==> config.mk <==
export PLATFORM = sky130hd
export DESIGN_NAME = session_id_allocator
export DESIGN_NICKNAME = d
export VERILOG_FILES = /design/src/rtl/sia_pkg.sv /design/src/rtl/sia_ram.sv /design/src/rtl/sia_free_scan.sv /design/src/rtl/session_id_allocator.sv
export SDC_FILE = /design/constraint.sdc
export NUM_CORES = 2
export LEC_CHECK = 0
export BUFFER_PORTS_ARGS = -buffer_cell sky130_fd_sc_hd__buf_2
export CAP_MARGIN = 30
export CELL_PAD_IN_SITES_DETAIL_PLACEMENT = 0
export CELL_PAD_IN_SITES_GLOBAL_PLACEMENT = 1
export CORE_MARGIN = 5
export CORE_UTILIZATION = 45
export CTS_CLUSTER_DIAMETER = 150
export DETAILED_ROUTE_END_ITERATION = 8
export GPL_ROUTABILITY_DRIVEN = 0
export PLACE_DENSITY_LB_ADDON = 0.1
export SLEW_MARGIN = 20
export SYNTH_ARGS = -nofsm -noshare
export SYNTH_HDL_FRONTEND = slang
export SYNTH_SLANG_ARGS = --single-unit
==> constraint.sdc <==
create_clock -name clk_i -period 12.15 [get_ports clk_i]
set_input_delay 0.6075 -clock clk_i [delete_from_list [all_inputs] [get_ports clk_i]]
set_output_delay 0.6075 -clock clk_i [all_outputs]
set_load 0.05 [all_outputs]
==> src/rtl/sia_pkg.sv <==
// Shared types and constants for the session slot allocator.
package sia_pkg;

  localparam int unsigned MAX_SESSIONS_DEF = 64;
  localparam int unsigned HANDLE_BITS_DEF  = 32;

  localparam int unsigned OPCODE_W  = 2;
  localparam int unsigned SLOT_ID_W = 6;
  localparam int unsigned HANDLE_W  = 32;
  localparam int unsigned STATUS_W  = 2;

  // widest row of the in-use bitmap memory
  localparam int unsigned MAP_ROW_MAX = 64;

  typedef enum logic [OPCODE_W-1:0] {
    OP_ADD    = 2'd0,
    OP_REMOVE = 2'd1,
    OP_FIND   = 2'd2,
    OP_NOP    = 2'd3
  } op_e;

  typedef enum logic [STATUS_W-1:0] {
    ST_OK         = 2'd0,
    ST_FULL       = 2'd1,
    ST_NOT_IN_USE = 2'd2,
    ST_RANGE      = 2'd3
  } status_e;

  typedef enum logic {
    S_IDLE = 1'b0,
    S_EVAL = 1'b1
  } state_e;

endpackage

==> src/rtl/sia_ram.sv <==
// Generic single-port-write, single-port-read RAM with registered read data.
module sia_ram #(
  parameter int unsigned WIDTH = 32,
  parameter int unsigned DEPTH = 64,
  localparam int unsigned AW   = (DEPTH > 1) ? $clog2(DEPTH) : 1
) (
  input  logic             clk_i,
  input  logic             we_i,
  input  logic [AW-1:0]    waddr_i,
  input  logic [WIDTH-1:0] wdata_i,
  input  logic             re_i,
  input  logic [AW-1:0]    raddr_i,
  output logic [WIDTH-1:0] rdata_o
);

  logic [WIDTH-1:0] mem [DEPTH];
  logic [WIDTH-1:0] rdata_q;

  always_ff @(posedge clk_i) begin
    if (we_i) begin
      mem[waddr_i] <= wdata_i;
    end
    if (re_i) begin
      rdata_q <= mem[raddr_i];
    end
  end

  assign rdata_o = rdata_q;

endmodule

==> src/rtl/sia_free_scan.sv <==
// Lowest-free-bit finder over one row of the in-use bitmap.
module sia_free_scan #(
  parameter int unsigned WIDTH = 64,
  localparam int unsigned IDX_W = (WIDTH > 1) ? $clog2(WIDTH) : 1
) (
  input  logic [WIDTH-1:0] occupied_i,
  output logic             found_o,
  output logic [IDX_W-1:0] idx_o
);

  always_comb begin
    found_o = 1'b0;
    idx_o   = '0;
    for (int i = WIDTH - 1; i >= 0; i--) begin
      if (!occupied_i[i]) begin
        found_o = 1'b1;
        idx_o   = IDX_W'(i);
      end
    end
  end

endmodule

==> src/rtl/session_id_allocator.sv <==
// Session slot allocator: first-fit in-use bitmap plus handle table.
//
// Input channel: in_valid_i / in_stall_o carry one request word (opcode_i,
// slot_id_i, session_handle_i). Output channel: out_valid_o / out_stall_i
// carry one result word (status_o, assigned_slot_o, found_handle_o) for
// every request, in request order. A word moves at a clock edge with valid
// high and stall low.
// Both tables live in synchronous RAMs. The bitmap is held in rows of up to
// 64 bits; a request reads its row (and the handle) at the accept edge and
// the result is registered in the evaluate step once the output register is
// free; any bitmap or handle write lands at that same edge.
// An add scans bitmap rows one per cycle from row 0 while the output register
// is free, up to the first free slot (at most ceil(MAX_SESSIONS/64) rows).
// One request is in flight at a time: in_stall_o is high from the accept
// edge until the result has been written to the output register.
// Reset clears the per-row valid flags, so every slot reads as free; no
// clearing pass is needed. If the receiver stalls, the result holds in the
// output register; a later request is still taken but its result waits in
// the evaluate step until the register is free.
module session_id_allocator
  import sia_pkg::*;
#(
  parameter int unsigned MAX_SESSIONS = MAX_SESSIONS_DEF,
  parameter int unsigned HANDLE_BITS  = HANDLE_BITS_DEF
) (
  input  logic                 clk_i,
  input  logic                 rst_ni,
  input  logic                 in_valid_i,
  output logic                 in_stall_o,
  input  logic [OPCODE_W-1:0]  opcode_i,
  input  logic [SLOT_ID_W-1:0] slot_id_i,
  input  logic [HANDLE_W-1:0]  session_handle_i,
  output logic                 out_valid_o,
  input  logic                 out_stall_i,
  output logic [STATUS_W-1:0]  status_o,
  output logic [SLOT_ID_W-1:0] assigned_slot_o,
  output logic [HANDLE_W-1:0]  found_handle_o
);

  localparam int unsigned MAP_W    = (MAX_SESSIONS < MAP_ROW_MAX) ? MAX_SESSIONS : MAP_ROW_MAX;
  localparam int unsigned MAP_ROWS = (MAX_SESSIONS + MAP_W - 1) / MAP_W;
  localparam int unsigned COL_W    = $clog2(MAP_W);
  localparam int unsigned ROW_W    = (MAP_ROWS > 1) ? $clog2(MAP_ROWS) : 1;
  localparam int unsigned SLOT_W   = $clog2(MAX_SESSIONS);
  localparam int unsigned LAST_BITS = MAX_SESSIONS - MAP_W * (MAP_ROWS - 1);
  localparam logic [ROW_W-1:0] LAST_ROW = ROW_W'(MAP_ROWS - 1);
  // slots past the table in the last row count as taken
  localparam logic [MAP_W-1:0] LAST_PAD =
    ~((MAP_W'(1) << LAST_BITS) - MAP_W'(1));

  state_e state_q, state_d;

  op_e                    op_q;
  logic [COL_W-1:0]       col_q;
  logic                   range_ok_q;
  logic [HANDLE_BITS-1:0] handle_q;
  logic [ROW_W-1:0]       row_q, row_d;
  logic [MAP_ROWS-1:0]    row_vld_q, row_vld_d;

  logic                   out_valid_q, out_valid_d;
  logic [STATUS_W-1:0]    status_q, status_d;
  logic [SLOT_ID_W-1:0]   slot_out_q, slot_out_d;
  logic [HANDLE_W-1:0]    handle_out_q, handle_out_d;

  logic                   accept;
  op_e                    op_in;
  logic [SLOT_W-1:0]      slot_in;
  logic                   can_out;
  logic                   load_out;

  logic                   map_we, map_re;
  logic [ROW_W-1:0]       map_raddr;
  logic [MAP_W-1:0]       map_wdata, map_rdata;
  logic                   hdl_we;
  logic [SLOT_W-1:0]      hdl_waddr;
  logic [HANDLE_BITS-1:0] hdl_rdata;

  logic [MAP_W-1:0]       row_used;
  logic [MAP_W-1:0]       occupied;
  logic                   scan_found;
  logic [COL_W-1:0]       scan_col;
  logic [SLOT_W-1:0]      new_slot;
  logic                   col_busy;

  assign op_in   = op_e'(opcode_i);
  assign slot_in = SLOT_W'(slot_id_i);
  assign accept  = in_valid_i && (state_q == S_IDLE);
  assign can_out = !out_valid_q || !out_stall_i;

  // rows never written read as all free
  assign row_used = row_vld_q[row_q] ? map_rdata : '0;
  assign occupied = row_used | ((row_q == LAST_ROW) ? LAST_PAD : '0);
  assign col_busy = row_used[col_q];
  assign new_slot = SLOT_W'({row_q, scan_col});

  sia_free_scan #(
    .WIDTH (MAP_W)
  ) u_scan (
    .occupied_i (occupied),
    .found_o    (scan_found),
    .idx_o      (scan_col)
  );

  sia_ram #(
    .WIDTH (MAP_W),
    .DEPTH (MAP_ROWS)
  ) u_map_ram (
    .clk_i   (clk_i),
    .we_i    (map_we),
    .waddr_i (row_q),
    .wdata_i (map_wdata),
    .re_i    (map_re),
    .raddr_i (map_raddr),
    .rdata_o (map_rdata)
  );

  sia_ram #(
    .WIDTH (HANDLE_BITS),
    .DEPTH (MAX_SESSIONS)
  ) u_hdl_ram (
    .clk_i   (clk_i),
    .we_i    (hdl_we),
    .waddr_i (hdl_waddr),
    .wdata_i (handle_q),
    .re_i    (accept),
    .raddr_i (slot_in),
    .rdata_o (hdl_rdata)
  );

  always_comb begin
    state_d      = state_q;
    row_d        = row_q;
    row_vld_d    = row_vld_q;
    out_valid_d  = out_valid_q && out_stall_i;
    status_d     = status_q;
    slot_out_d   = slot_out_q;
    handle_out_d = handle_out_q;
    load_out     = 1'b0;
    map_we       = 1'b0;
    map_re       = 1'b0;
    map_raddr    = row_q;
    map_wdata    = row_used;
    hdl_we       = 1'b0;
    hdl_waddr    = new_slot;

    case (state_q)
      S_IDLE: begin
        if (accept) begin
          map_re    = 1'b1;
          map_raddr = (op_in == OP_ADD) ? '0 : ROW_W'(slot_in >> COL_W);
          row_d     = map_raddr;
          state_d   = S_EVAL;
        end
      end
      S_EVAL: begin
        if (can_out) begin
          status_d     = ST_OK;
          slot_out_d   = '0;
          handle_out_d = '0;
          load_out     = 1'b1;
          case (op_q)
            OP_ADD: begin
              if (scan_found) begin
                map_we     = 1'b1;
                map_wdata  = row_used | (MAP_W'(1) << scan_col);
                hdl_we     = 1'b1;
                slot_out_d = SLOT_ID_W'(new_slot);
              end else if (row_q == LAST_ROW) begin
                status_d = ST_FULL;
              end else begin
                // next row, result not ready yet
                load_out  = 1'b0;
                map_re    = 1'b1;
                map_raddr = row_q + ROW_W'(1);
                row_d     = map_raddr;
              end
            end
            OP_REMOVE: begin
              if (!range_ok_q) begin
                status_d = ST_RANGE;
              end else if (!col_busy) begin
                status_d = ST_NOT_IN_USE;
              end else begin
                map_we    = 1'b1;
                map_wdata = row_used & ~(MAP_W'(1) << col_q);
              end
            end
            OP_FIND: begin
              if (!range_ok_q) begin
                status_d = ST_RANGE;
              end else if (!col_busy) begin
                status_d = ST_NOT_IN_USE;
              end else begin
                handle_out_d = HANDLE_W'(hdl_rdata);
              end
            end
            default: begin
            end
          endcase
          if (map_we) begin
            row_vld_d[row_q] = 1'b1;
          end
          if (load_out) begin
            out_valid_d = 1'b1;
            state_d     = S_IDLE;
          end
        end
      end
      default: begin
        state_d = S_IDLE;
      end
    endcase
  end

  always_ff @(posedge clk_i or negedge rst_ni) begin
    if (!rst_ni) begin
      state_q     <= S_IDLE;
      row_vld_q   <= '0;
      out_valid_q <= 1'b0;
    end else begin
      state_q     <= state_d;
      row_vld_q   <= row_vld_d;
      out_valid_q <= out_valid_d;
    end
  end

  always_ff @(posedge clk_i) begin
    row_q <= row_d;
    if (accept) begin
      op_q       <= op_in;
      col_q      <= COL_W'(slot_in);
      range_ok_q <= (32'(slot_id_i) < 32'(MAX_SESSIONS));
      handle_q   <= HANDLE_BITS'(session_handle_i);
    end
    if (load_out) begin
      status_q     <= status_d;
      slot_out_q   <= slot_out_d;
      handle_out_q <= handle_out_d;
    end
  end

  assign in_stall_o      = (state_q != S_IDLE);
  assign out_valid_o     = out_valid_q;
  assign status_o        = status_q;
  assign assigned_slot_o = slot_out_q;
  assign found_handle_o  = handle_out_q;

endmodule

After elaboration in Yosys (flattened, before gate mapping):

Memories as Yosys holds them, arrays and structs flattened. A register that Yosys moved wholly into a read port is not among the register bits.
Index checks and enable logic that the tools add are counted.

* output and inout bits: 42
* RAM bits: 2112
* logic and storage cells: 218
* flip-flop bits (word level): 84
* memories kept: 2

* mux-type cells: 181
* magnitude comparators: 3
* bitwise logic cells: 5
* reduce and logical (&&, ||, !) cells: 12
* add/sub/neg operators: 1
* eq/ne operators: 2
* shifts and indexed selects: 2

Memories
* u_hdl_ram.mem: words 64, width 32, rd ports 1, clocked after memory_dff 1, write ports 1, RTL line sia_ram.sv:16 `logic [WIDTH-1:0] mem [DEPTH];`
* u_map_ram.mem: words 1, width 64, rd ports 1, clocked after memory_dff 1, write ports 1, RTL line sia_ram.sv:16

Operators by type and width (number)
* 2-to-1 mux 6 bit: 64
* 2-to-1 mux 64 bit: 5
* one-hot mux 64 bit (2 select lines): 1
* << shifter 1 x 6 -> 64 bit, first input constant: 2
* 2-to-1 mux 1 bit: 104
* AND 64 bit: 1
* inverter 64 bit: 1
* bitwise OR 64 bit: 1
* one-hot mux 1 bit (2 select lines): 4
* less-than comparator 6 x 7 -> 1 bit, second input constant: 1
* binary-select mux 1 bit (select 6 bit): 1
* AND reduction 3 bit: 2
* one-hot mux 2 bit (2 select lines): 1
* AND reduction 2 bit: 2
* logical AND 1 bit: 3
* equality test 2 x 1 -> 1 bit, second input constant: 1
* equality test 2 bit, second input constant: 1
* logical NOT 1 bit: 2
* logical NOT 2 bit: 1
* 2-to-1 mux 2 bit: 1
* OR reduction 2 bit: 1
* adder 1 bit, second input constant: 1
* greater-or-equal comparator 1 bit, second input constant: 1
* logical OR 1 bit: 1
* 3 further kinds: 3

Logic depth before layout (Yosys ltp):

* depth in word-level cells: 75
* gate-level depth with buffers: 11

By module:

From an unflattened synthesis, not the netlist that was laid out.

* cell total of the unflattened synthesis: 4239
* area, all modules: 89103.0 um2

By module, submodules not included
* sia_ram (u_hdl_ram): cells each 3324, area each 78835.6 um2, sequential area each 62459.9 um2, instances 1
* session_id_allocator: cells each 643, area each 5605.4 um2, sequential area each 2497.4 um2, instances 1
* sia_ram (u_map_ram): cells each 128, area each 3843.7 um2, sequential area each 3843.7 um2, instances 1
* sia_free_scan: cells each 144, area each 818.3 um2, sequential area each 0.0 um2, instances 1

Least setup slack after synthesis:

OpenSTA, ideal clock, no wires.

* path type: register -> register
* from: register state_q (netlist: in_stall_o)
* to: register col_q[0], enable pin
* clock period less this slack: 7.255 ns
* data arrival time: 6.609 ns
* stages on the path, launching flop included: 2
* buffers on the path: 0
* library setup time: 0.646 ns
* slack: 4.895 ns
* path through: dfrtp_1 -> nor2b_1

* longest elaborated chain between the ends: 2

Ends and longest elaborated chain
* start, declared: RTL line session_id_allocator.sv:51 `state_e state_q, state_d;`
* start signal, assigned: RTL line session_id_allocator.sv:221 `state_q <= state_d;`
* inverter 1 bit
* logical AND 1 bit: RTL line session_id_allocator.sv:87 `assign accept = in_valid_i && (state_q == S_IDLE);`
* named net accept: RTL line session_id_allocator.sv:65 `logic accept;`
* end signal, assigned: RTL line session_id_allocator.sv:231 `col_q <= COL_W'(slot_in);`
* end, declared: RTL line session_id_allocator.sv:54 `logic [COL_W-1:0] col_q;`

The timed path passes the listed nets, and every way through them passes these cells.
A chain may end at the register's enable or synchronous reset.

Final worst setup path:

* from: register row_vld_q
* to: memory u_hdl_ram.mem[10][24] (netlist: u_hdl_ram.mem[5][24]), enable pin

* longest elaborated chain between the ends: 72
* elaborated cells between the ends (all ways): 136

Ends and longest elaborated chain
* start, declared: RTL line session_id_allocator.sv:58 `logic [MAP_ROWS-1:0] row_vld_q, row_vld_d;`
* start signal, assigned: RTL line session_id_allocator.sv:222 `row_vld_q <= row_vld_d;`
* 2-to-1 mux 1 bit (implied by the code) *: RTL line session_id_allocator.sv:91 `assign row_used = row_vld_q[row_q] ? map_rdata : '0;`
* 2-to-1 mux 64 bit *: RTL line session_id_allocator.sv:91
* 2-to-1 mux 1 bit (64 in series): RTL line sia_free_scan.sv:15 `if (!occupied_i[i]) begin`
* 2-to-1 mux 1 bit: RTL line session_id_allocator.sv:163 `if (scan_found) begin`
* 2-to-1 mux 1 bit: RTL line session_id_allocator.sv:161 `case (op_q)`
* 2-to-1 mux 1 bit: RTL line session_id_allocator.sv:156 `if (can_out) begin`
* 2-to-1 mux 1 bit: RTL line session_id_allocator.sv:146 `case (state_q)`
* 2-to-1 mux 1 bit: RTL line sia_ram.sv:20 `if (we_i) begin`
* 2-to-1 mux 1 bit (implied by the code): RTL line sia_ram.sv:21 `mem[waddr_i] <= wdata_i;`
* end, declared: RTL line sia_ram.sv:16

Every way passes the cells marked *; elsewhere a longest branch is shown, timed or not. The select of a mux whose other input is x is not followed.

==> metrics.md <==
| Metric | Value |
|---|---|
| Setup Skew | 0.02495 ns |
| Chip width | 453.3 µm |
| Synth area leader | edfxtp_1 |
| Post-Syn Nets | 3779 |
| Max-cap violations | 0 |
| Cts hold-fix bufs | 36 |
| Congestion Overflow GR | 0 |
| First-pass GRT wire length | 325800 µm |
| Worst Path Required | 12.64 ns |
| Die area | 205500 µm² |
| DRC Markers | 0 |
| CTS H-tree depth | 4 |
| CP Max Fanout | 58 |
| Post-synth ARST share | 0.1309% |
| DPL Wire Length | 121200 µm |
| Initial DRC count | 4489 |
| Cell Pwr Density | 177.3 nW/µm² |
| Drt total wl | 229000 µm |
| Seq. cell area | 68780 µm² |
| PostCTS Resize Cnt | 0 |
| Num ports | 86 |
| Total track usage | 22.43% |
| Crit path capture type | flop |
| Gr busiest metal | met2 |
| Synth top area cells | edfxtp_1, mux4_2, clkbuf_1 |
| Total Nets Final | 4070 |
| Antenna violations before repair | 11 |
| Comb pwr share | 9.2% |
| Post-Synth Simple-Gate Area | 2.102% |
| Rows | 162 |
| Setup Crit Path Kind | flop to flop |
| Synth-to-layout area growth | 13.63% |
| Primary FF master, synth | edfxtp_1 |
| Syn_area_per_cell | 23.70 µm² |
| Max Clk Rate | 198.0 MHz |
| Switching share of total power | 24.36% |
| Antenna-violating nets left | 0 |
| TritonCTS clock tree | yes |
| Tmin final | 5.050 ns |
| Setup slack at placement | 7.112 ns |
| Area share of fa/ha/maj cells after synthesis | 0.05659% |
| EDFF count, synth | 2288 |
| FF+latch count, synth | 2291 |
| Setup_tns | 0 ns |
| Met2 usage in global routing | 36.36% |
| Slew margin rel. | 22.92% |
| Mux cell area share after synthesis | 17.54% |
| Drt first pass iters | 5 |
| Share of post-route cells with drive strength above 1 | 31.83% |
| Crit path DAT | 5.54 ns |
| Fin. Hold Viols | 0 |
| Sw power | 4339 µW |
| Netlist cell types | 73 |
| RSZ-0062 raised after global routing | no |
| Starting Density | 45.31% |
| Die height | 453.3 µm |
| CTS root buffer | clkbuf_16 |
| Worst reg2reg path depth | 10 |
| Outcome | completed |
| Sequential share of power | 52.4% |
| Met1 usage | 33.05% |
| Pint | 13480 µW |
| FF-to-FF Start | row_vld_q$_DFFE_PN0P_ |
| Synthesized area | 88440 µm² |
| Final setup violating endpoints | 0 |
| Vias in the first global route | 42140 |
| Core box area | 195200 µm² |
| Xor/xnor share of the synthesized area | 0% |
| Register clock-pin slew on the reported worst setup and hold paths | 0.06 ns |
| Maximum clock path buffer count | 3 |
| Crit path to | u_hdl_ram.mem[5][24]$_DFFE_PP_ |
| Startpoint types | flop |
| Synth Instances | 3731 |
| Compound-Gate Fraction of Synth Area | 1.460% |
| Setup bufs post-CTS | 0 |
| WL per Instance | 33.41 µm |
| Port Buffer Count | 85 |
| Leak | 0.03096 µW |
| Cts bufs inserted | 234 |
| Met3 Usage GRT | 3.023% |
| Tightest Pin Transition | 1.156 ns |
| Clock Sinks | 2291 |
| R2R Path End | u_hdl_ram.mem[5][24]$_DFFE_PP_ |
| Largest family of logic cells by synthesized area | multiplexers |
| Worst-skew pair later-pin latency | 0.86 ns |
| Synth warn | 0 |
| Filler cells | 15320 |
| Crit. Startpoint | row_vld_q$_DFFE_PN0P_ |
| Final Cycle Share | 41.56% |
| Min-delay worst type | input port to flop |
| Share of the synthesized area in the top cell type | 77.69% |
| Clock group share of total power | 38.4% |
| Largest net degree at the start of global routing | 110 |
| Reg2reg setup slack | 7.10 ns |
| Via count | 41068 |
| Worst vdd ir | 0.1424 mV |
| Final worst setup slack | 7.100 ns |
| Multi-input gate area | 19180 µm² |
| Seq/Total Area, Yosys | 77.77% |
| Routed vias/inst | 5.993 |
| Max-slew violations | 0 |
-- per-layer routing --
layer	vias to the layer above	part of all wire, %
met2	1316	49
met4	0	1.8
li1	16754	-
met5	-	0
met1	22706	44
met3	292	5.3
-- worst min path at each step --
stage,from,endpoint,slack (ns),cells past startpoint
final,out_stall_i,out_valid_o$_DFF_PN0_,0.11,3
after CTS,rst_ni,in_stall_o$_DFF_PN0_,0.04,2
after global placement,u_map_ram.mem[0][49]$_DFFE_PP_,u_map_ram.rdata_o[49]$_DFFE_PP_,0.40,0
after floorplan,rst_ni,in_stall_o$_DFF_PN0_,0.31,0
after detailed placement,u_map_ram.mem[0][47]$_DFFE_PP_,u_map_ram.rdata_o[47]$_DFFE_PP_,0.40,0
after global routing,rst_ni,out_valid_o$_DFF_PN0_,0.08,2
-- placed cells by master (no fill, tap or decap), types with 39 or more instances in the layout --
cell type  count
clkinv_2      55
clkbuf_1      42
nor2_4        39
nand2_1       64
clkinv_1      73
mux4_2       675
edfxtp_1    2288
o21ai_0       47
buf_4        130
clkbuf_16    235
buf_2         80
-- stage by stage --
step	utilization [%]	std cells	hold WS, ns	cell area [µm²]	total power (µW)
floorplan	-	3731	0.3119	88440	10450
global placement	47.56	6372	0.4003	92840	11130
detailed placement	47.56	6373	0.4045	92840	11150
CTS	51.47	6849	0.04057	100500	18000
global route	51.48	6851	0.07859	100500	18420
finish	51.48	6853	0.1115	100500	17820
-- power by group through the flow --
stage                     logic (µW)  clock network (µW)  registers, µW
final                           1640                6840           9330
after global routing            1740                7330           9350
after CTS                       1660                7000           9330
after detailed placement        1650                   0           9500
after global placement          1630                   0           9500
after floorplan                  655                   0           9800
-- worst max-delay path: stages, from the launching register on --
cell,delay [ns]
dfrtp_2,0.67
buf_4,0.58
nand3_2,0.23
or3_1,0.40
a2111o_1,0.36
a41oi_2,0.27
o21ai_1,0.20
or2_2,0.47
buf_4,0.38
nor3_4,0.48
buf_4,0.51
-- cell usage after synthesis (4+ instances only) --
master	instances
a211oi_1	4
a21oi_1	10
and2_1	34
and2b_1	4
and3_1	9
buf_1	17
buf_2	68
buf_4	4
buf_6	6
clkbuf_1	107
edfxtp_1	2288
ha_1	4
inv_1	12
mux2_2	14
mux2i_1	15
mux4_2	675
nand2_1	66
nand2_2	5
nand2b_1	13
nand3_1	33
nand4_1	9
nor2_1	61
nor2b_1	8
nor3_1	26
nor3_2	7
nor4_1	12
o211ai_1	26
o21ai_0	47
o21ai_1	20
o21ai_2	5
o22ai_1	10
o311ai_0	27
or2_1	4
or3_1	10
-- flip-flops by register name (all words and copies together), names as in the netlist --
register           cells
assigned_slot_o        6
found_handle_o        32
handle_q              32
u_hdl_ram.mem       2048
u_map_ram.rdata_o     64
op_q                   2
row_vld_q              1
status_o               2
col_q                  6
in_stall_o             1
out_valid_o            1
u_map_ram.mem         64
u_hdl_ram.rdata_o     32
-- logic make-up (layout without fill, tap and decap cells) --
| family | after synthesis | in the layout |
|---|---|---|
| buffers and inverters | 214 | 709 |
| adders and majority gates | 4 | 4 |
| AOI/OAI and AO/OA | 183 | 183 |
| DFF | 2291 | 2291 |
| and+or+nand+nor | 335 | 335 |
| muxes | 704 | 704 |
| other | 0 | 3 |
-- final cells by class --
cell class / instances / area share, %
Antenna cell: 3 / 0.007470
Clock buffer: 277 / 6.009
Clock inverter: 163 / 1.213
Inverter: 12 / 0.04482
Multi-Input combinational cell: 1226 / 19.08
Sequential cell: 2291 / 68.44
Tap cell: 2624 / 3.267
Timing Repair Buffer: 257 / 1.934
(Power assumes the default switching activity.)
